$ cat src/hdl/assert_macros.svh
// assertion macros used by the top level of the rmc sentence parser
// expects clk_i and rst_ni in the scope where a macro is used
`ifndef ASSERT_MACROS_SVH
`define ASSERT_MACROS_SVH

// same-cycle implication
`define NRMC_ASSERT_IMP(lbl, ante, cons, msg) \
  lbl: assert property (@(posedge clk_i) disable iff (!rst_ni) (ante) |-> (cons)) \
    else $error(msg);

// next-cycle implication
`define NRMC_ASSERT_NXT(lbl, ante, cons, msg) \
  lbl: assert property (@(posedge clk_i) disable iff (!rst_ni) (ante) |=> (cons)) \
    else $error(msg);

`endif

$ cat src/hdl/nrmc_pkg.sv
// shared types, character codes and constants of the rmc sentence parser
// no dependencies; the interface and module files refer to it by scoped names
package nrmc_pkg;

  localparam int MAX_DIGITS = 12;
  localparam int MANT_W     = 40;
  localparam int BCD_W      = 24;

  // largest mantissa: the smaller of 10^MAX_DIGITS - 1 and 2^40 - 1
  function automatic logic [MANT_W-1:0] mant_limit();
    longint unsigned p;
    logic [MANT_W-1:0] res;
    p   = 1;
    res = '1;
    for (int i = 0; i < MAX_DIGITS; i++) begin
      p = p * 10;
      if (p > (64'd1 << MANT_W)) begin
        return res;
      end
    end
    res = MANT_W'(p - 1);
    return res;
  endfunction

  localparam logic [MANT_W-1:0] MANT_LIMIT = mant_limit();

  // parser phases
  localparam logic [1:0] PH_HUNT   = 2'd0;
  localparam logic [1:0] PH_HEADER = 2'd1;
  localparam logic [1:0] PH_FIELDS = 2'd2;

  localparam logic [2:0] HDR_LAST = 3'd5;

  // characters
  localparam logic [7:0] CH_DOLLAR = 8'h24;
  localparam logic [7:0] CH_COMMA  = 8'h2C;
  localparam logic [7:0] CH_DOT    = 8'h2E;
  localparam logic [7:0] CH_CR     = 8'h0D;
  localparam logic [7:0] CH_LF     = 8'h0A;
  localparam logic [7:0] CH_ZERO   = 8'h30;
  localparam logic [7:0] CH_NINE   = 8'h39;
  localparam logic [7:0] CH_G      = 8'h47;
  localparam logic [7:0] CH_P      = 8'h50;
  localparam logic [7:0] CH_L      = 8'h4C;
  localparam logic [7:0] CH_N      = 8'h4E;
  localparam logic [7:0] CH_R      = 8'h52;
  localparam logic [7:0] CH_M      = 8'h4D;
  localparam logic [7:0] CH_C      = 8'h43;

  // rmc field indices
  localparam logic [3:0] FLD_NONE    = 4'd0;
  localparam logic [3:0] FLD_TIME    = 4'd1;
  localparam logic [3:0] FLD_STATUS  = 4'd2;
  localparam logic [3:0] FLD_LAT     = 4'd3;
  localparam logic [3:0] FLD_LAT_HEM = 4'd4;
  localparam logic [3:0] FLD_LON     = 4'd5;
  localparam logic [3:0] FLD_LON_HEM = 4'd6;
  localparam logic [3:0] FLD_SPEED   = 4'd7;
  localparam logic [3:0] FLD_COURSE  = 4'd8;
  localparam logic [3:0] FLD_DATE    = 4'd9;
  localparam logic [3:0] FLD_MAGVAR  = 4'd10;
  localparam logic [3:0] FLD_VAR_DIR = 4'd11;
  localparam logic [3:0] FLD_MODE    = 4'd12;

  // queue between front and back
  localparam int QUEUE_DEPTH = 2;
  localparam int PTR_W       = $clog2(QUEUE_DEPTH);
  localparam int CNT_W       = $clog2(QUEUE_DEPTH + 1);

  // record as closed by the front
  typedef struct packed {
    logic [3:0]        field_number;
    logic [3:0]        char_count;
    logic [MANT_W-1:0] mantissa;
    logic [3:0]        frac_digits;
    logic              digit_overflow;
    logic [7:0]        lead_char;
    logic [BCD_W-1:0]  date_bcd;
    logic              last;
  } raw_rec_t;

  // finished record
  typedef struct packed {
    logic [3:0]        field_number;
    logic              present;
    logic [3:0]        char_count;
    logic [MANT_W-1:0] mantissa;
    logic [3:0]        frac_digits;
    logic              digit_overflow;
    logic [7:0]        lead_char;
    logic [6:0]        date_day;
    logic [6:0]        date_month;
    logic [6:0]        date_year;
    logic              last;
  } out_rec_t;

  typedef struct packed {
    logic [1:0] phase;
    logic [3:0] field;
  } front_stat_t;

  function automatic logic field_present(logic [3:0] f, logic [3:0] len);
    logic pr;
    case (f)
      FLD_TIME:                   pr = (len > 4'd7);
      FLD_LAT, FLD_LON:           pr = (len > 4'd6);
      FLD_SPEED, FLD_COURSE:      pr = (len > 4'd2);
      FLD_DATE:                   pr = (len == 4'd6);
      FLD_MAGVAR:                 pr = (len == 4'd2);
      FLD_STATUS, FLD_LAT_HEM,
      FLD_LON_HEM, FLD_VAR_DIR:   pr = (len == 4'd1);
      default:                    pr = 1'b1;
    endcase
    return pr;
  endfunction

endpackage

$ cat src/hdl/nrmc_intf.sv
// request channels of the rmc sentence parser: characters in, field records out
// depends on nrmc_pkg for the mantissa width
interface nrmc_char_if;
  logic       valid;
  logic       ready;
  logic [7:0] char_in;

  modport source (output valid, output char_in, input ready);
  modport sink (input valid, input char_in, output ready);
endinterface

interface nrmc_rec_if;
  logic                       valid;
  logic                       ready;
  logic [3:0]                 field_number;
  logic                       present;
  logic [3:0]                 char_count;
  logic [nrmc_pkg::MANT_W-1:0] mantissa;
  logic [3:0]                 frac_digits;
  logic                       digit_overflow;
  logic [7:0]                 lead_char;
  logic [6:0]                 date_day;
  logic [6:0]                 date_month;
  logic [6:0]                 date_year;
  logic                       last;

  modport source (output valid, output field_number, output present, output char_count,
                  output mantissa, output frac_digits, output digit_overflow,
                  output lead_char, output date_day, output date_month,
                  output date_year, output last, input ready);
  modport sink (input valid, input field_number, input present, input char_count,
                input mantissa, input frac_digits, input digit_overflow,
                input lead_char, input date_day, input date_month,
                input date_year, input last, output ready);
endinterface

$ cat src/hdl/nrmc_front.sv
// front of the parser: header hunt, comma split and per-field accumulation
// depends on nrmc_pkg; pushes closed field records towards the queue
module nrmc_front (
  input  logic                  clk_i,
  input  logic                  rst_ni,
  input  logic                  char_valid_i,
  output logic                  char_ready_o,
  input  logic [7:0]            char_i,
  output logic                  rec_valid_o,
  input  logic                  rec_ready_i,
  output nrmc_pkg::raw_rec_t    rec_o,
  output nrmc_pkg::front_stat_t stat_o
);

  localparam int AccW = nrmc_pkg::MANT_W + 4;

  logic [1:0]                  phase_q, phase_d;
  logic [2:0]                  hpos_q, hpos_d;
  logic [3:0]                  field_q, field_d;
  logic [3:0]                  len_q, len_d;
  logic [nrmc_pkg::MANT_W-1:0] acc_q, acc_d;
  logic [3:0]                  frac_q, frac_d;
  logic                        point_q, point_d;
  logic [7:0]                  lead_q, lead_d;
  logic                        ovf_q, ovf_d;
  logic [nrmc_pkg::BCD_W-1:0]  bcd_q, bcd_d;

  logic                        accept;
  logic                        mode_w;
  logic                        is_digit;
  logic [3:0]                  dig;
  logic                        hdr_ok;
  logic                        drop;
  logic [AccW-1:0]             acc_x10;

  // base field state: cleared for the mode character
  logic [3:0]                  b_len, t_len, t_frac, b_frac;
  logic [nrmc_pkg::MANT_W-1:0] b_acc, t_acc;
  logic                        b_point, t_point, b_ovf, t_ovf;
  logic [7:0]                  b_lead, t_lead;
  logic [nrmc_pkg::BCD_W-1:0]  b_bcd, t_bcd;

  assign char_ready_o = rec_ready_i;
  assign accept       = char_valid_i && rec_ready_i;
  assign stat_o.phase = phase_q;
  assign stat_o.field = field_q;

  assign mode_w   = (phase_q == nrmc_pkg::PH_FIELDS) && (field_q >= nrmc_pkg::FLD_MODE);
  assign is_digit = (char_i >= nrmc_pkg::CH_ZERO) && (char_i <= nrmc_pkg::CH_NINE);
  assign dig      = char_i[3:0];

  always_comb begin
    case (hpos_q)
      3'd0:    hdr_ok = (char_i == nrmc_pkg::CH_G);
      3'd1:    hdr_ok = (char_i == nrmc_pkg::CH_P) || (char_i == nrmc_pkg::CH_L) ||
                        (char_i == nrmc_pkg::CH_N);
      3'd2:    hdr_ok = (char_i == nrmc_pkg::CH_R);
      3'd3:    hdr_ok = (char_i == nrmc_pkg::CH_M);
      3'd4:    hdr_ok = (char_i == nrmc_pkg::CH_C);
      3'd5:    hdr_ok = (char_i == nrmc_pkg::CH_COMMA);
      default: hdr_ok = 1'b0;
    endcase
  end

  // take one character into the field state
  always_comb begin
    b_len   = mode_w ? '0 : len_q;
    b_acc   = mode_w ? '0 : acc_q;
    b_frac  = mode_w ? '0 : frac_q;
    b_point = mode_w ? 1'b0 : point_q;
    b_lead  = mode_w ? '0 : lead_q;
    b_ovf   = mode_w ? 1'b0 : ovf_q;
    b_bcd   = mode_w ? '0 : bcd_q;

    // acc * 10 + digit by shift-add
    acc_x10 = {1'b0, b_acc, 3'b000} + {3'b000, b_acc, 1'b0} +
              {{(AccW-4){1'b0}}, dig};
    drop    = (b_point && (b_frac == 4'hF)) ||
              (acc_x10 > {4'b0000, nrmc_pkg::MANT_LIMIT});

    t_lead  = (b_len == 4'd0) ? char_i : b_lead;
    t_len   = (b_len != 4'hF) ? (b_len + 4'd1) : b_len;
    t_acc   = b_acc;
    t_frac  = b_frac;
    t_point = b_point;
    t_ovf   = b_ovf;
    t_bcd   = b_bcd;
    if (is_digit) begin
      if (drop) begin
        t_ovf = 1'b1;
      end else begin
        t_acc = acc_x10[nrmc_pkg::MANT_W-1:0];
        t_bcd = {b_bcd[nrmc_pkg::BCD_W-5:0], dig};
        if (b_point) begin
          t_frac = b_frac + 4'd1;
        end
      end
    end else if (char_i == nrmc_pkg::CH_DOT) begin
      t_point = 1'b1;
    end
  end

  always_comb begin
    phase_d = phase_q;
    hpos_d  = hpos_q;
    field_d = field_q;
    len_d   = len_q;
    acc_d   = acc_q;
    frac_d  = frac_q;
    point_d = point_q;
    lead_d  = lead_q;
    ovf_d   = ovf_q;
    bcd_d   = bcd_q;

    rec_valid_o          = 1'b0;
    rec_o.field_number   = field_q;
    rec_o.char_count     = len_q;
    rec_o.mantissa       = acc_q;
    rec_o.frac_digits    = frac_q;
    rec_o.digit_overflow = ovf_q;
    rec_o.lead_char      = lead_q;
    rec_o.date_bcd       = bcd_q;
    rec_o.last           = 1'b0;

    if (accept) begin
      case (phase_q)
        nrmc_pkg::PH_HEADER: begin
          if (hdr_ok) begin
            if (hpos_q == nrmc_pkg::HDR_LAST) begin
              phase_d = nrmc_pkg::PH_FIELDS;
              field_d = nrmc_pkg::FLD_TIME;
              hpos_d  = '0;
              len_d   = '0;
              acc_d   = '0;
              frac_d  = '0;
              point_d = 1'b0;
              lead_d  = '0;
              ovf_d   = 1'b0;
              bcd_d   = '0;
            end else begin
              hpos_d = hpos_q + 3'd1;
            end
          end else begin
            hpos_d  = '0;
            phase_d = (char_i == nrmc_pkg::CH_DOLLAR) ? nrmc_pkg::PH_HEADER
                                                      : nrmc_pkg::PH_HUNT;
          end
        end
        nrmc_pkg::PH_FIELDS: begin
          if (mode_w) begin
            // any character after the eleventh comma past the header is the mode
            rec_valid_o          = 1'b1;
            rec_o.field_number   = nrmc_pkg::FLD_MODE;
            rec_o.char_count     = t_len;
            rec_o.mantissa       = t_acc;
            rec_o.frac_digits    = t_frac;
            rec_o.digit_overflow = t_ovf;
            rec_o.lead_char      = t_lead;
            rec_o.date_bcd       = t_bcd;
            rec_o.last           = 1'b1;
            phase_d = nrmc_pkg::PH_HUNT;
            field_d = nrmc_pkg::FLD_NONE;
            len_d   = '0;
            acc_d   = '0;
            frac_d  = '0;
            point_d = 1'b0;
            lead_d  = '0;
            ovf_d   = 1'b0;
            bcd_d   = '0;
          end else if ((char_i == nrmc_pkg::CH_DOLLAR) || (char_i == nrmc_pkg::CH_CR) ||
                       (char_i == nrmc_pkg::CH_LF)) begin
            // sentence broken off, no record
            phase_d = (char_i == nrmc_pkg::CH_DOLLAR) ? nrmc_pkg::PH_HEADER
                                                      : nrmc_pkg::PH_HUNT;
            hpos_d  = '0;
            field_d = nrmc_pkg::FLD_NONE;
            len_d   = '0;
            acc_d   = '0;
            frac_d  = '0;
            point_d = 1'b0;
            lead_d  = '0;
            ovf_d   = 1'b0;
            bcd_d   = '0;
          end else if (char_i == nrmc_pkg::CH_COMMA) begin
            rec_valid_o = 1'b1;
            field_d = field_q + 4'd1;
            len_d   = '0;
            acc_d   = '0;
            frac_d  = '0;
            point_d = 1'b0;
            lead_d  = '0;
            ovf_d   = 1'b0;
            bcd_d   = '0;
          end else begin
            len_d   = t_len;
            acc_d   = t_acc;
            frac_d  = t_frac;
            point_d = t_point;
            lead_d  = t_lead;
            ovf_d   = t_ovf;
            bcd_d   = t_bcd;
          end
        end
        default: begin
          hpos_d  = '0;
          phase_d = (char_i == nrmc_pkg::CH_DOLLAR) ? nrmc_pkg::PH_HEADER
                                                    : nrmc_pkg::PH_HUNT;
        end
      endcase
    end
  end

  always_ff @(posedge clk_i or negedge rst_ni) begin
    if (!rst_ni) begin
      phase_q <= nrmc_pkg::PH_HUNT;
      hpos_q  <= '0;
      field_q <= nrmc_pkg::FLD_NONE;
      len_q   <= '0;
      acc_q   <= '0;
      frac_q  <= '0;
      point_q <= 1'b0;
      lead_q  <= '0;
      ovf_q   <= 1'b0;
      bcd_q   <= '0;
    end else begin
      phase_q <= phase_d;
      hpos_q  <= hpos_d;
      field_q <= field_d;
      len_q   <= len_d;
      acc_q   <= acc_d;
      frac_q  <= frac_d;
      point_q <= point_d;
      lead_q  <= lead_d;
      ovf_q   <= ovf_d;
      bcd_q   <= bcd_d;
    end
  end

endmodule

$ cat src/hdl/nrmc_queue.sv
// short fifo of closed field records between front and back
// depends on nrmc_pkg for the record type and depth
module nrmc_queue (
  input  logic               clk_i,
  input  logic               rst_ni,
  input  logic               push_valid_i,
  output logic               push_ready_o,
  input  nrmc_pkg::raw_rec_t push_rec_i,
  output logic               pop_valid_o,
  input  logic               pop_ready_i,
  output nrmc_pkg::raw_rec_t pop_rec_o
);

  localparam logic [nrmc_pkg::PTR_W-1:0] LastPtr = nrmc_pkg::PTR_W'(nrmc_pkg::QUEUE_DEPTH - 1);
  localparam logic [nrmc_pkg::CNT_W-1:0] FullCnt = nrmc_pkg::CNT_W'(nrmc_pkg::QUEUE_DEPTH);

  nrmc_pkg::raw_rec_t            entry_q [nrmc_pkg::QUEUE_DEPTH];
  logic [nrmc_pkg::PTR_W-1:0]    wr_ptr_q, wr_ptr_d;
  logic [nrmc_pkg::PTR_W-1:0]    rd_ptr_q, rd_ptr_d;
  logic [nrmc_pkg::CNT_W-1:0]    count_q, count_d;
  logic                          push, pop;

  assign push_ready_o = (count_q != FullCnt);
  assign pop_valid_o  = (count_q != '0);
  assign pop_rec_o    = entry_q[rd_ptr_q];
  assign push         = push_valid_i && push_ready_o;
  assign pop          = pop_valid_o && pop_ready_i;

  always_comb begin
    wr_ptr_d = wr_ptr_q;
    rd_ptr_d = rd_ptr_q;
    count_d  = count_q;
    if (push) begin
      wr_ptr_d = (wr_ptr_q == LastPtr) ? '0 : wr_ptr_q + 1'b1;
    end
    if (pop) begin
      rd_ptr_d = (rd_ptr_q == LastPtr) ? '0 : rd_ptr_q + 1'b1;
    end
    if (push && !pop) begin
      count_d = count_q + 1'b1;
    end else if (pop && !push) begin
      count_d = count_q - 1'b1;
    end
  end

  always_ff @(posedge clk_i or negedge rst_ni) begin
    if (!rst_ni) begin
      wr_ptr_q <= '0;
      rd_ptr_q <= '0;
      count_q  <= '0;
    end else begin
      wr_ptr_q <= wr_ptr_d;
      rd_ptr_q <= rd_ptr_d;
      count_q  <= count_d;
    end
  end

  always_ff @(posedge clk_i) begin
    if (push) begin
      entry_q[wr_ptr_q] <= push_rec_i;
    end
  end

endmodule

$ cat src/hdl/nrmc_back.sv
// back of the parser: presence rule, ddmmyy split and output register
// depends on nrmc_pkg
module nrmc_back (
  input  logic               clk_i,
  input  logic               rst_ni,
  input  logic               in_valid_i,
  output logic               in_ready_o,
  input  nrmc_pkg::raw_rec_t in_rec_i,
  output logic               out_valid_o,
  input  logic               out_ready_i,
  output nrmc_pkg::out_rec_t out_rec_o
);

  // two bcd digits to binary, tens * 10 + units
  function automatic logic [6:0] bcd_pair(logic [7:0] b);
    logic [6:0] tens;
    tens = {3'b000, b[7:4]};
    return (tens << 3) + (tens << 1) + {3'b000, b[3:0]};
  endfunction

  logic               valid_q;
  nrmc_pkg::out_rec_t rec_q, rec_d;
  logic               pres;
  logic               is_date;

  assign in_ready_o  = !valid_q || out_ready_i;
  assign out_valid_o = valid_q;
  assign out_rec_o   = rec_q;

  always_comb begin
    pres    = nrmc_pkg::field_present(in_rec_i.field_number, in_rec_i.char_count);
    is_date = pres && (in_rec_i.field_number == nrmc_pkg::FLD_DATE);

    rec_d.field_number   = in_rec_i.field_number;
    rec_d.present        = pres;
    rec_d.char_count     = in_rec_i.char_count;
    rec_d.mantissa       = in_rec_i.mantissa;
    rec_d.frac_digits    = in_rec_i.frac_digits;
    rec_d.digit_overflow = in_rec_i.digit_overflow;
    rec_d.lead_char      = in_rec_i.lead_char;
    rec_d.last           = in_rec_i.last;
    // a present date has six characters, so its last six digits are the whole mantissa
    rec_d.date_day   = is_date ? bcd_pair(in_rec_i.date_bcd[23:16]) : '0;
    rec_d.date_month = is_date ? bcd_pair(in_rec_i.date_bcd[15:8])  : '0;
    rec_d.date_year  = is_date ? bcd_pair(in_rec_i.date_bcd[7:0])   : '0;
  end

  always_ff @(posedge clk_i or negedge rst_ni) begin
    if (!rst_ni) begin
      valid_q <= 1'b0;
    end else if (in_ready_o) begin
      valid_q <= in_valid_i;
    end
  end

  always_ff @(posedge clk_i) begin
    if (in_valid_i && in_ready_o) begin
      rec_q <= rec_d;
    end
  end

endmodule

$ cat src/hdl/nmea_rmc_field_extractor_unit.sv
// channel   dir  modport             payload
// char_i    in   nrmc_char_if.sink   char_in, one ascii character
// rec_o     out  nrmc_rec_if.source  one rmc field record
//
// one character is taken every cycle while the queue has room; a record closed
// by a comma or mode character passes the queue stage, then the output register
// reset clears phase, field state, queue pointers and the output valid at once
// a two-entry queue splits front and back; char_i.ready falls only when that
// queue is full, i.e. once three closed fields wait on a stalled record sink
//
// top level of the rmc sentence parser; depends on nrmc_pkg, nrmc_intf,
// nrmc_front, nrmc_queue, nrmc_back and assert_macros.svh
`include "assert_macros.svh"

module nmea_rmc_field_extractor_unit (
  input  logic               clk_i,
  input  logic               rst_ni,
  nrmc_char_if.sink          char_i,
  nrmc_rec_if.source         rec_o
);

  logic                  fr_valid, fr_ready;
  nrmc_pkg::raw_rec_t    fr_rec;
  nrmc_pkg::front_stat_t fr_stat;
  logic                  bk_valid, bk_ready;
  nrmc_pkg::raw_rec_t    bk_rec;
  logic                  out_valid;
  nrmc_pkg::out_rec_t    out_rec;
  logic                  mode_push;
  logic                  front_idle;
  logic                  mode_shape;
  logic                  other_rec;
  logic                  date_clear;

  nrmc_front u_front (
    .clk_i        (clk_i),
    .rst_ni       (rst_ni),
    .char_valid_i (char_i.valid),
    .char_ready_o (char_i.ready),
    .char_i       (char_i.char_in),
    .rec_valid_o  (fr_valid),
    .rec_ready_i  (fr_ready),
    .rec_o        (fr_rec),
    .stat_o       (fr_stat)
  );

  nrmc_queue u_queue (
    .clk_i        (clk_i),
    .rst_ni       (rst_ni),
    .push_valid_i (fr_valid),
    .push_ready_o (fr_ready),
    .push_rec_i   (fr_rec),
    .pop_valid_o  (bk_valid),
    .pop_ready_i  (bk_ready),
    .pop_rec_o    (bk_rec)
  );

  nrmc_back u_back (
    .clk_i       (clk_i),
    .rst_ni      (rst_ni),
    .in_valid_i  (bk_valid),
    .in_ready_o  (bk_ready),
    .in_rec_i    (bk_rec),
    .out_valid_o (out_valid),
    .out_ready_i (rec_o.ready),
    .out_rec_o   (out_rec)
  );

  assign rec_o.valid          = out_valid;
  assign rec_o.field_number   = out_rec.field_number;
  assign rec_o.present        = out_rec.present;
  assign rec_o.char_count     = out_rec.char_count;
  assign rec_o.mantissa       = out_rec.mantissa;
  assign rec_o.frac_digits    = out_rec.frac_digits;
  assign rec_o.digit_overflow = out_rec.digit_overflow;
  assign rec_o.lead_char      = out_rec.lead_char;
  assign rec_o.date_day       = out_rec.date_day;
  assign rec_o.date_month     = out_rec.date_month;
  assign rec_o.date_year      = out_rec.date_year;
  assign rec_o.last           = out_rec.last;

  assign mode_push  = fr_valid && fr_ready && fr_rec.last;
  assign front_idle = (fr_stat.phase != nrmc_pkg::PH_FIELDS) &&
                      (fr_stat.field == nrmc_pkg::FLD_NONE);
  assign mode_shape = (out_rec.field_number == nrmc_pkg::FLD_MODE) && out_rec.present &&
                      (out_rec.char_count == 4'd1);
  assign other_rec  = out_valid && (out_rec.field_number != nrmc_pkg::FLD_DATE);
  assign date_clear = (out_rec.date_day == '0) && (out_rec.date_month == '0) &&
                      (out_rec.date_year == '0);

  // front only closes a field when the queue has room
  `NRMC_ASSERT_IMP(a_queue_no_overflow, fr_valid, fr_ready, "record pushed into a full queue")

  // the mode record ends the sentence
  `NRMC_ASSERT_NXT(a_mode_ends_sentence, mode_push, front_idle, "sentence open after mode record")

  `NRMC_ASSERT_IMP(a_last_is_mode, out_valid && out_rec.last, mode_shape, "last record not a mode field")

  `NRMC_ASSERT_IMP(a_date_only_field9, other_rec, date_clear, "date split outside the date field")

endmodule
$ cat src/flat_wrapper.sv
// flat-port wrapper written by rule: the top's interface ports become plain ports
module nmea_rmc_field_extractor_unit_flat 
  (clk_i, rst_ni, char_i_valid, char_i_char_in, char_i_ready, rec_o_valid, rec_o_field_number, rec_o_present, rec_o_char_count, rec_o_mantissa, rec_o_frac_digits, rec_o_digit_overflow, rec_o_lead_char, rec_o_date_day, rec_o_date_month, rec_o_date_year, rec_o_last, rec_o_ready);
  nrmc_char_if char_i_i ();
  nrmc_rec_if rec_o_i ();
  input  logic clk_i;
  input  logic rst_ni;
  input wire logic [$bits(char_i_i.valid)-1:0] char_i_valid;
  input wire logic [$bits(char_i_i.char_in)-1:0] char_i_char_in;
  output wire logic [$bits(char_i_i.ready)-1:0] char_i_ready;
  output wire logic [$bits(rec_o_i.valid)-1:0] rec_o_valid;
  output wire logic [$bits(rec_o_i.field_number)-1:0] rec_o_field_number;
  output wire logic [$bits(rec_o_i.present)-1:0] rec_o_present;
  output wire logic [$bits(rec_o_i.char_count)-1:0] rec_o_char_count;
  output wire logic [$bits(rec_o_i.mantissa)-1:0] rec_o_mantissa;
  output wire logic [$bits(rec_o_i.frac_digits)-1:0] rec_o_frac_digits;
  output wire logic [$bits(rec_o_i.digit_overflow)-1:0] rec_o_digit_overflow;
  output wire logic [$bits(rec_o_i.lead_char)-1:0] rec_o_lead_char;
  output wire logic [$bits(rec_o_i.date_day)-1:0] rec_o_date_day;
  output wire logic [$bits(rec_o_i.date_month)-1:0] rec_o_date_month;
  output wire logic [$bits(rec_o_i.date_year)-1:0] rec_o_date_year;
  output wire logic [$bits(rec_o_i.last)-1:0] rec_o_last;
  input wire logic [$bits(rec_o_i.ready)-1:0] rec_o_ready;
  assign char_i_i.valid = char_i_valid;
  assign char_i_i.char_in = char_i_char_in;
  assign char_i_ready = char_i_i.ready;
  assign rec_o_valid = rec_o_i.valid;
  assign rec_o_field_number = rec_o_i.field_number;
  assign rec_o_present = rec_o_i.present;
  assign rec_o_char_count = rec_o_i.char_count;
  assign rec_o_mantissa = rec_o_i.mantissa;
  assign rec_o_frac_digits = rec_o_i.frac_digits;
  assign rec_o_digit_overflow = rec_o_i.digit_overflow;
  assign rec_o_lead_char = rec_o_i.lead_char;
  assign rec_o_date_day = rec_o_i.date_day;
  assign rec_o_date_month = rec_o_i.date_month;
  assign rec_o_date_year = rec_o_i.date_year;
  assign rec_o_last = rec_o_i.last;
  assign rec_o_i.ready = rec_o_ready;
  nmea_rmc_field_extractor_unit u_core (.clk_i(clk_i), .rst_ni(rst_ni), .char_i(char_i_i), .rec_o(rec_o_i));
endmodule
$ cat config.mk
export PLATFORM = sky130hd
export DESIGN_NAME = nmea_rmc_field_extractor_unit_flat
export DESIGN_NICKNAME = d
export VERILOG_FILES = /design/src/hdl/nrmc_pkg.sv /design/src/hdl/nrmc_intf.sv /design/src/hdl/nrmc_front.sv /design/src/hdl/nrmc_queue.sv /design/src/hdl/nrmc_back.sv /design/src/hdl/nmea_rmc_field_extractor_unit.sv /design/src/flat_wrapper.sv
export VERILOG_INCLUDE_DIRS = /design/src /design/src/hdl
export SDC_FILE = /design/constraint.sdc
export NUM_CORES = 1
export LEC_CHECK = 0
export BUFFER_PORTS_ARGS = -buffer_cell sky130_fd_sc_hd__buf_2
export CORE_MARGIN = 2
export CORE_UTILIZATION = 35
export CTS_BUF_LIST = sky130_fd_sc_hd__clkbuf_4 sky130_fd_sc_hd__clkbuf_8 sky130_fd_sc_hd__clkbuf_16
export DETAILED_ROUTE_END_ITERATION = 8
export MAX_ROUTING_LAYER = met4
export PLACE_DENSITY_LB_ADDON = 0.25
export SLEW_MARGIN = 10
export SYNTH_ARGS = -nofsm -noshare
export SYNTH_HDL_FRONTEND = slang
export SYNTH_SLANG_ARGS = --single-unit
$ cat constraint.sdc
create_clock -name clk_i -period 5.95 [get_ports clk_i]
set_input_delay 1.19 -clock clk_i [delete_from_list [all_inputs] [get_ports clk_i]]
set_output_delay 1.19 -clock clk_i [all_outputs]
set_load 0.01 [all_outputs]
==> results of run 1 <==
synthesized netlist by cell type (12+ instances only):
cell | number | share of area
and2_1 | 91 | 0.029
mux2i_1 | 15 | 0.0078
a21oi_1 | 65 | 0.017
nand3_1 | 101 | 0.026
nor2_1 | 68 | 0.013
nor2b_1 | 12 | 0.0039
nand4_1 | 47 | 0.015
inv_1 | 23 | 0.0045
and3_1 | 15 | 0.0049
nand2_1 | 210 | 0.041
edfxtp_1 | 256 | 0.40
buf_2 | 15 | 0.0039
xor2_1 | 24 | 0.011
dfrtp_1 | 96 | 0.12
mux2_2 | 79 | 0.046
a32oi_1 | 32 | 0.015
o21ai_0 | 51 | 0.013
ha_1 | 108 | 0.070
o31ai_1 | 35 | 0.014
a2bb2oi_1 | 31 | 0.014
a21o_1 | 28 | 0.011
xnor2_1 | 24 | 0.011
clkbuf_1 | 85 | 0.017
nor3_1 | 53 | 0.014
logic make-up after synthesis:
logic type	count (synthesis)	synth area share
muxes	94	0.0538
xor gates and xnor gates	48	0.0218
and+or+nand+nor	652	0.168
DFF	352	0.522
adders and majority gates	116	0.0777
AOI/OAI and AO/OA	338	0.125
buffers and inverters	142	0.0314
worst max-delay path, cell delays in order, from the launching register on:
cell and delay [ns]:
dfrtp_1 0.39, inv_1 0.07, ha_1 0.20, nand3_1 0.14, buf_12 0.20, and2_1 0.24
ha_1 0.29, ha_1 0.17, inv_1 0.05, fa_1 0.40, nor2b_1 0.21, o2111ai_2 0.21
a21oi_1 0.23, o211ai_1 0.20, and2_1 0.26, o31a_1 0.35, xor2_1 0.33, nand3b_1 0.13
o311a_1 0.39, o211ai_4 0.28, buf_12 0.28, o21ai_0 0.14, buf_4 0.15
final cells by class:
class                           instances  area share
Inverter                               23     0.00397
Tap cell                              704      0.0400
Clock inverter                         16     0.00948
Antenna cell                            1    0.000114
Timing Repair Buffer                  157      0.0448
Clock buffer                           54      0.0502
Sequential cell                       352       0.458
Multi-Input combinational cell       1248       0.393
stage by stage:
stage,utilization,instance area [um2],instances
global route,0.402,22000,2555
global placement,0.377,20700,2484
CTS,0.401,22000,2554
finish,0.402,22000,2555
floorplan,-,19300,1742
detailed placement,0.377,20700,2484
flip-flops by register name, indices dropped and copies added, names as in the netlist, 2 cells and up:
register	flops
u_core.u_front.frac_q	4
u_core.u_queue.entry_q	172
u_core.u_front.hpos_q	3
u_core.u_front.lead_q	8
u_core.u_queue.count_q	2
u_core.u_front.phase_q	2
u_core.u_front.bcd_q	24
u_core.u_back.out_rec_o	84
u_core.u_front.field_q	4
u_core.u_front.acc_q	40
u_core.u_front.len_q	4
power by group:
part / internal (uW) / switching (uW) / leakage (uW) / total (uW)
Clock: 1490 / 1010 / 0.000648 / 2500
Combinational: 11.9 / 40.9 / 0.00444 / 52.7
Sequential: 2610 / 0.0195 / 0.00315 / 2610
Total: 4100 / 1050 / 0.00824 / 5150
metal layers:
metal | routed length (um) | vias up | global-route usage
met5 | 0 | - | -
met1 | 23600 | 6999 | 0.250
met2 | 23500 | 376 | 0.289
met4 | 1350 | 0 | 0.0581
met3 | 2470 | 82 | 0.0254
li1 | - | 6697 | -
worst max-delay path by stage:
| stage | start | endpoint | cells after the start |
|---|---|---|---|
| 5_1_grt | u_core.u_front.phase_q[0] | u_core.u_queue.entry_q[0][49] | 20 |
| 3_5_place_dp | char_i_char_in[3] | u_core.u_queue.entry_q[0][57] | 18 |
| 6_report | u_core.u_front.phase_q[0] | u_core.u_queue.entry_q[0][57] | 22 |
| 3_3_place_gp | char_i_char_in[3] | u_core.u_queue.entry_q[1][66] | 18 |
| 2_1_floorplan | char_i_char_in[3] | u_core.u_queue.entry_q[0][38] | 17 |
| 4_1_cts | u_core.u_front.phase_q[0] | u_core.u_queue.entry_q[0][57] | 22 |
what timing repair did:
action                     CTS  global route
gates resized for setup      0             1
setup endpoints to repair    0             7
buffers inserted             0             0
hold endpoints to repair     0             0
==> flow_metrics.tcl, run 1 <==
set metrics [dict create \
    synth-seq-cells 352 \
    dieArea_um2 57100 \
    grt_pass1_wl_um 81200 \
    yosys_warnings 0 \
    post-dp-hpwl_um 33800 \
    critical_path_class "reg2reg" \
    hold_path_startpoint "u_core.u_back.out_valid_o" \
    synthArstFlopShare 0.273 \
    clk_latency_ns 0.58 \
    numPortBuffers 97 \
    ir_drop_mv 0.156 \
    final.setup.worst_slack_ns 0.333 \
    final_antenna_net_count 0 \
    ys_seq_area_frac 0.522 \
    fp.dieH_um 239 \
    holdPathStages 2 \
    finClkSkew_ns 0.0269 \
    routed_via_density 5.54 \
    start_util 0.352 \
    status "finished, final reports clean" \
    syn_avg_cell_area_um2 11.1 \
    setup_viol 0 \
    cp_data_arrival_time_ns 5.93 \
    timing.fmax_mhz 178 \
    antenna_found_initial 1 \
    startpoint_type "flip-flop" \
    drt_first_iter_violations 1047 \
    holdPathEnd "u_core.u_back.out_valid_o" \
    cts.root.buffer_cell "clkbuf_16" \
    drc 0 \
    ios 98 \
    drive_gt1_frac 0.178 \
    synthesis.area_um2 19300 \
    fill_cells 5260 \
    hold_viol 0 \
    wl_per_cell_um 19.9 \
    p_per_area_nw_per_um2 234 \
    leakagePower_uw 0.00824 \
    crit_path_end_kind "flip-flop" \
    hp-class "reg2reg" \
    grt_use_total 0.185 \
    nNetsFinal 1947 \
    min_period_over_period 0.944 \
    reg2reg_from "u_core.u_front.phase_q[0]" \
    worstPathRequired_ns 6.27 \
    tightest_slew_ns 1.00 \
    ys.flop_type "edfxtp_1" \
    final_common_cell "edfxtp_1" \
    fp.dieW_um 239 \
    rsz0062_at_grt "no" \
    final_cell_mix "edfxtp_1, nand2_1, ha_1" \
    path_max_fanout 52 \
    seq_area_um2 10100 \
    synth_edf_count 256 \
    fp.coreArea_um2 54900 \
    gp_congestion 0.912 \
    totalWireLength_um 50900 \
    fin_tns_setup_ns 0 \
    r2r_cells 22 \
    firstDrtPassIters 7 \
    ys_types 81 \
    holdBufCountCts 0 \
    cts_buffers 38 \
    power_uw 5150 \
    r2r-end "u_core.u_queue.entry_q[0][57]" \
    cts_max_level 2 \
    multi_input_area_um2 8670 \
    pre_cts_ws_ns 0.316 \
    syn_nets 1869 \
    rows 86 \
    grt_pass1_vias 14291 \
    syn_inst 1742 \
    cts_buffer_depth 3 \
    maxSlewViolCount 0 \
    layout_min_cycle_time_ns 5.62 \
    area_growth_pct 14.1 \
    maxCapViolations 0 \
    grt_max_degree 75 \
    clkSlewWorstSetupHoldPaths_ns 0.06 \
    slew_headroom 0.332 \
    cts_tree "done" \
    r2r_slack_ns 0.33 \
    gr-total-overflow 0 \
    clkSinkCount 352 \
    whs_ns 0.500 \
    vias 14154 \
]
(Power assumes the default switching activity.)
==> inputs of run 2 (changes only) <==
SLEW_MARGIN = unset   (was 10)
clock period = 6 ns   (was 5.95 ns; I/O delays follow)
==> run 2 against run 1 <==
  * Critical path depth is 1 lower
  * Count of clock-buffer cells in the layout is 9 lower
  * Non-clock buffer count is 26 lower
  * Clock skew is 0.013 ns lower
  * Flip-flop and latch count stayed put
  * Power is 2.3% higher
  * Maximum frequency hardly changed
  * Clock power is 6% higher
  * Die area stayed put
  * Worst setup slack better by 0.046 ns
  * Design area is 0.36% lower
  * Final cell count is 0.94% lower
==> flow_metrics.tcl, run 2 (same netlist as run 1, synthesis figures left out) <==
set metrics [dict create \
    start_util 0.352 \
    hp-class "reg2reg" \
    clkSinkCount 352 \
    timing.fmax_mhz 178 \
    critical_path_class "reg2reg" \
    holdPathEnd "u_core.u_front.ovf_q" \
    cp_data_arrival_time_ns 5.97 \
    firstDrtPassIters 7 \
    grt_use_total 0.184 \
    seq_area_um2 10100 \
    worstPathRequired_ns 6.35 \
    routed_via_density 5.56 \
    maxCapViolations 0 \
    regMostFlops "u_core.u_queue.entry_q" \
    setup_viol 0 \
    cts_buffer_depth 3 \
    grt_pass1_wl_um 80300 \
    cts_tree "done" \
    maxSlewViolCount 0 \
    p_per_area_nw_per_um2 240 \
    multi_input_area_um2 8670 \
    gr-total-overflow 0 \
    fp.dieH_um 239 \
    rows 86 \
    ios 98 \
    leakagePower_uw 0.00814 \
    largest_reg_flops 172 \
    reg2reg_from "u_core.u_front.phase_q[0]" \
    drt_first_iter_violations 1050 \
    ir_drop_mv 0.183 \
    cts.root.buffer_cell "clkbuf_16" \
    r2r-end "u_core.u_queue.entry_q[0][46]" \
    finClkSkew_ns 0.0134 \
    post-dp-hpwl_um 33600 \
    crit_path_end_kind "flip-flop" \
    cts_max_level 2 \
    area_growth_pct 13.7 \
    fp.dieW_um 239 \
    r2r_cells 21 \
    rsz0062_at_grt "no" \
    final_common_cell "edfxtp_1" \
    gp_congestion 0.905 \
    startpoint_type "flip-flop" \
    totalWireLength_um 50700 \
    holdBufCountCts 0 \
    layout_min_cycle_time_ns 5.62 \
    tightest_slew_ns 0.937 \
    hold_path_startpoint "u_core.u_front.ovf_q" \
    drc 0 \
    clk_latency_ns 0.57 \
    numPortBuffers 97 \
    antenna_found_initial 0 \
    grt_max_degree 75 \
    fill_cells 5191 \
    clkSlewWorstSetupHoldPaths_ns 0.06 \
    path_max_fanout 52 \
    final_antenna_net_count 0 \
    r2r_slack_ns 0.38 \
    final_util 0.400 \
    slew_headroom 0.375 \
    drive_gt1_frac 0.168 \
    hold_viol 0 \
    status "finished, final reports clean" \
    cts_buffers 39 \
    grt_pass1_vias 14001 \
    nNetsFinal 1922 \
    critPathLaunch "u_core.u_front.phase_q[0]" \
    wl_per_cell_um 20.0 \
    vias 14077 \
    fin_tns_setup_ns 0 \
    holdPathStages 2 \
    dieArea_um2 57100 \
    fp.coreArea_um2 54900 \
    min_period_over_period 0.937 \
    final_cell_mix "edfxtp_1, nand2_1, ha_1" \
]
-- run 2: cell count changes in the layout (fill, tap and decap cells not counted), sizes merged --
cell | previous run | this run
bufinv | 4 | 8
buf | 157 | 131
clkbuf | 54 | 45
clkinvlp | 3 | 2
inv | 26 | 27
clkinv | 6 | 13
-- run 2: worst max-delay path, cell delays in order, from the launching register on --
cell and delay (ns):
dfrtp_1 0.39, inv_1 0.07, ha_1 0.20, nand3_1 0.13, buf_12 0.20, and2_1 0.22
ha_1 0.29, ha_1 0.17, inv_1 0.05, fa_1 0.39, nor2b_1 0.20, o2111ai_2 0.18
a211oi_2 0.46, nor3_4 0.13, o211ai_1 0.45, xnor2_1 0.24, nand3_1 0.16, o31ai_2 0.36
o311a_1 0.33, o211ai_4 0.13, buf_12 0.24, o31ai_1 0.34
-- run 2: report_power, final --
part	switching (uW)	internal (uW)	leakage [uW]
sequential	0.0177	2580	0.00315
clock	1030	1600	0.000693
combinational	40.2	10.1	0.00430
-- run 2: stage by stage --
step | hold slack (ns) | total power [uW] | setup WS, ns | cell area [um2] | std cells
5_1_grt | 0.523 | 5420 | 0.00860 | 22000 | 2530
3_5_place_dp | 0.464 | 2690 | 0.215 | 20500 | 2458
6_report | 0.489 | 5270 | 0.379 | 22000 | 2531
3_3_place_gp | 0.462 | 2680 | 0.229 | 20500 | 2458
2_1_floorplan | 0.443 | 2650 | 0.790 | 19300 | 1742
4_1_cts | 0.480 | 5340 | 0.383 | 22000 | 2530
-- run 2: metal layers --
metal,global-route usage,share of wire
met2,0.294,0.47
met5,-,0
met3,0.0271,0.051
met1,0.243,0.46
met4,0.0527,0.023
-- run 2: what timing repair did --
item	4_1_cts	5_1_grt
setup buffers	0	0
gates resized for setup	0	2
endpoints found under the setup margin	0	61
-- run 2: layout make-up --
cell class,instances,share of cell area
Clock inverter,27,0.0175
Timing Repair Buffer,131,0.0367
Multi-Input combinational cell,1248,0.395
Antenna cell,1,0.000114
Tap cell,704,0.0401
Inverter,23,0.00399
Clock buffer,45,0.0471
Sequential cell,352,0.460
-- run 2: worst max-delay path by stage --
stage | cells after the start | slack, ns | end
after detailed placement | 18 | 0.22 | u_core.u_queue.entry_q[0][46]
after CTS | 21 | 0.38 | u_core.u_queue.entry_q[0][43]
after global placement | 18 | 0.23 | u_core.u_queue.entry_q[1][33]
final | 21 | 0.38 | u_core.u_queue.entry_q[0][46]
after floorplan | 17 | 0.79 | u_core.u_queue.entry_q[0][38]
after global routing | 22 | 0.009 | u_core.u_front.bcd_q[14]
==> inputs of run 3 (changes only) <==
SYNTH_HIERARCHICAL = 1   (was unset)
==> run 3 against run 2 <==
  * Area after synthesis down 3.3%
  * Worst setup slack worse by 0.079 ns
  * Via count fell by 12%
  * Die area decreased by 3.3%
  * Utilization increased by 0.52 points
  * Global-route usage decreased by 1.4 points
  * Final cell count down 7.6%
  * Critical path type unchanged
  * Critical endpoint is now u_core/u_queue/entry_q[0][52]
  * Highest routed layer unchanged
==> flow_metrics.tcl, run 3 <==
set metrics [dict create \
    status "finished, final reports clean" \
    cts_setup_buffers 0 \
    tightest_slew_ns 0.956 \
    fp.dieH_um 235 \
    p_per_area_nw_per_um2 242 \
    synth-seq-cells 352 \
    gp_congestion 0.893 \
    final_common_cell "edfxtp_1" \
    syn_nets 1651 \
    maxSlewViolCount 0 \
    ys.flop_type "edfxtp_1" \
    netlist.area_leader.share 0.412 \
    drive_gt1_frac 0.204 \
    grt_use_total 0.170 \
    grt_pass1_wl_um 72200 \
    hold_viol 0 \
    clk_latency_ns 0.57 \
    fp.coreArea_um2 52700 \
    fin_tns_setup_ns 0 \
    synthArstFlopShare 0.273 \
    fp.dieW_um 235 \
    clkSlewWorstSetupHoldPaths_ns 0.06 \
    setup_viol 0 \
    cp_data_arrival_time_ns 5.96 \
    cts_buffer_depth 3 \
    firstDrtPassIters 5 \
    path_max_fanout 49 \
    synthesis.area_um2 18700 \
    timing.fmax_mhz 175 \
    start_util 0.355 \
    holdPathStages 1 \
    routed_via_density 5.31 \
    gr-total-overflow 0 \
    numPortBuffers 97 \
    drt_first_iter_violations 975 \
    regMostFlops "u_core/u_queue/entry_q" \
    syn_avg_cell_area_um2 12.3 \
    p_switching_uw 1040 \
    power_uw 5170 \
    ys_seq_area_frac 0.540 \
    finClkSkew_ns 0.0183 \
    startpoint_type "flip-flop" \
    grt_max_degree 81 \
    leakagePower_uw 0.00790 \
    clkSinkCount 352 \
    drc 0 \
    wl_per_cell_um 19.5 \
    largest_reg_flops 172 \
    rows 84 \
    area_growth_pct 14.3 \
    totalWireLength_um 45500 \
    dieArea_um2 55200 \
    cts_buffers 39 \
    slew_headroom 0.362 \
    ios 98 \
    p_seq_frac 0.500 \
    synth_top_area_cell "edfxtp_1" \
    synth_edf_count 256 \
    cts.root.buffer_cell "clkbuf_16" \
    cts_tree "done" \
    final_util 0.405 \
    hp-class "reg2reg" \
    comb_power_share 0.009 \
    crit_path_end_kind "flip-flop" \
    max_stage_delay_ns 0.61 \
    synth_area_leaders "edfxtp_1, dfrtp_1, ha_1, mux2_2, and2_1" \
    power_frac_clock 0.491 \
    syn_inst 1524 \
    ir_drop_mv 0.178 \
    final_cell_mix "edfxtp_1, nand2_1, ha_1" \
    p_sw_frac 0.202 \
    nNetsFinal 1745 \
    antenna_found_initial 3 \
    critical_path_class "reg2reg" \
    r2r_cells 19 \
    yosysMostFrequentCell "edfxtp_1" \
    layout_min_cycle_time_ns 5.70 \
    cp_cell_sequence "inv_1 -> ha_1 -> nand3_1 -> buf_12 -> and2_1 -> ha_1 -> ha_1 -> nand2_1 -> o21ai_0 -> a41oi_1 -> and3_1 -> a21bo_2 -> xnor2_2 -> a311oi_1 -> a221oi_1 -> and4b_1 -> nand3_2 -> buf_4 -> o31ai_1" \
    min_period_over_period 0.950 \
    synth_common_cells "edfxtp_1, nand2_1, ha_1, dfrtp_1, and2_1" \
    ys_types 91 \
    worstPathRequired_ns 6.26 \
    grt_pass1_vias 12142 \
    cp_common_cell "ha_1" \
    slowest_stage "o31ai_1" \
    cts_max_level 2 \
    post-dp-hpwl_um 31800 \
    final_antenna_net_count 0 \
    p_int_uw 4130 \
    yosys_warnings 6 \
    maxCapViolations 0 \
    rsz0062_at_grt "yes" \
    vias 12419 \
]
## run 3: changes by cell type in the layout (fill, tap and decap cells not counted), moves of 22 or more
cell,change
nand3_1,-73
nand2_1,-68
nor3_1,-39
a22o_1,+38
a2bb2oi_1,-31
a32oi_1,-31
mux2_4,+30
inv_1,+29
nand4_1,-27
mux2_2,-22
## run 3: repair_timing
item | in CTS | in global routing
hold buffers | 0 | 0
setup endpoints to repair | 0 | 59
gates resized for setup | 0 | 4
## run 3: power groups by stage
stage          Combinational [uW]  Clock, uW  Sequential [uW]
3_5_place_dp                 46.9          0             2630
5_1_grt                      51.9       2700             2580
2_1_floorplan                17.2          0             2630
6_report                     46.2       2540             2580
3_3_place_gp                 46.4          0             2630
4_1_cts                      46.9       2610             2580
## run 3: per-stage QoR
step	instances	cell area [um2]	hold WS [ns]	setup slack [ns]
after global placement	2265	20000	0.475	0.196
final	2338	21300	0.491	0.300
after CTS	2337	21300	0.487	0.199
after floorplan	1524	18700	0.456	0.839
after global routing	2338	21300	0.518	-0.0516
after detailed placement	2265	20000	0.479	0.184
## run 3: critical path: cells and delay by family, from the launching register on
kind                       cells  cell delay [ns]
buffers and inverters          3             0.57
AOI/OAI and AO/OA              6             2.03
DFF                            1             0.40
adders and majority gates      3             0.95
xor gates and xnor gates       1             0.19
and+or+nand+nor                6             1.21
## run 3: per-layer routing
metal	global-route usage	vias to the layer above	part of all wire
li1	-	5933	-
met1	0.241	6101	0.48
met2	0.254	326	0.44
met3	0.0276	59	0.052
met4	0.0422	0	0.019
met5	-	-	0
## run 3: path summary, 6_finish.rpt
kind / startpoint / end / slack [ns]
setup / recovery: u_core/u_front/phase_q[0] / u_core/u_queue/entry_q[0][52] / 0.30
hold / removal: u_core/u_queue/count_q[1] / u_core/u_queue/count_q[1] / 0.49
setup reg to reg: u_core/u_front/phase_q[0] / u_core/u_queue/entry_q[0][52] / 0.30
hold reg to reg: u_core/u_queue/count_q[1] / u_core/u_queue/count_q[1] / 0.49
max in group asynchronous: rst_ni / u_core/u_front/acc_q[22] / 4.17
min in group asynchronous: rst_ni / u_core/u_back/out_valid_o / 0.71
## run 3: logic make-up after synthesis
family / count (synthesis) / synth area share
AOI/OAI and AO/OA: 356 / 0.143
xor gates and xnor gates: 41 / 0.0200
adders and majority gates: 115 / 0.0799
buffers and inverters: 132 / 0.0348
DFF: 352 / 0.540
muxes: 90 / 0.0601
and+or+nand+nor: 438 / 0.121
## run 3: final cells by class
| cell class | count | area (um2) |
|---|---|---|
| Multi-Input combinational cell | 1040 | 7970 |
| Clock inverter | 23 | 308 |
| Sequential cell | 352 | 10100 |
| Clock buffer | 49 | 1060 |
| Timing Repair Buffer | 134 | 853 |
| Fill cell | 4882 | 31300 |
| Inverter | 51 | 191 |
| Tap cell | 688 | 861 |
| Antenna cell | 1 | 2.50 |
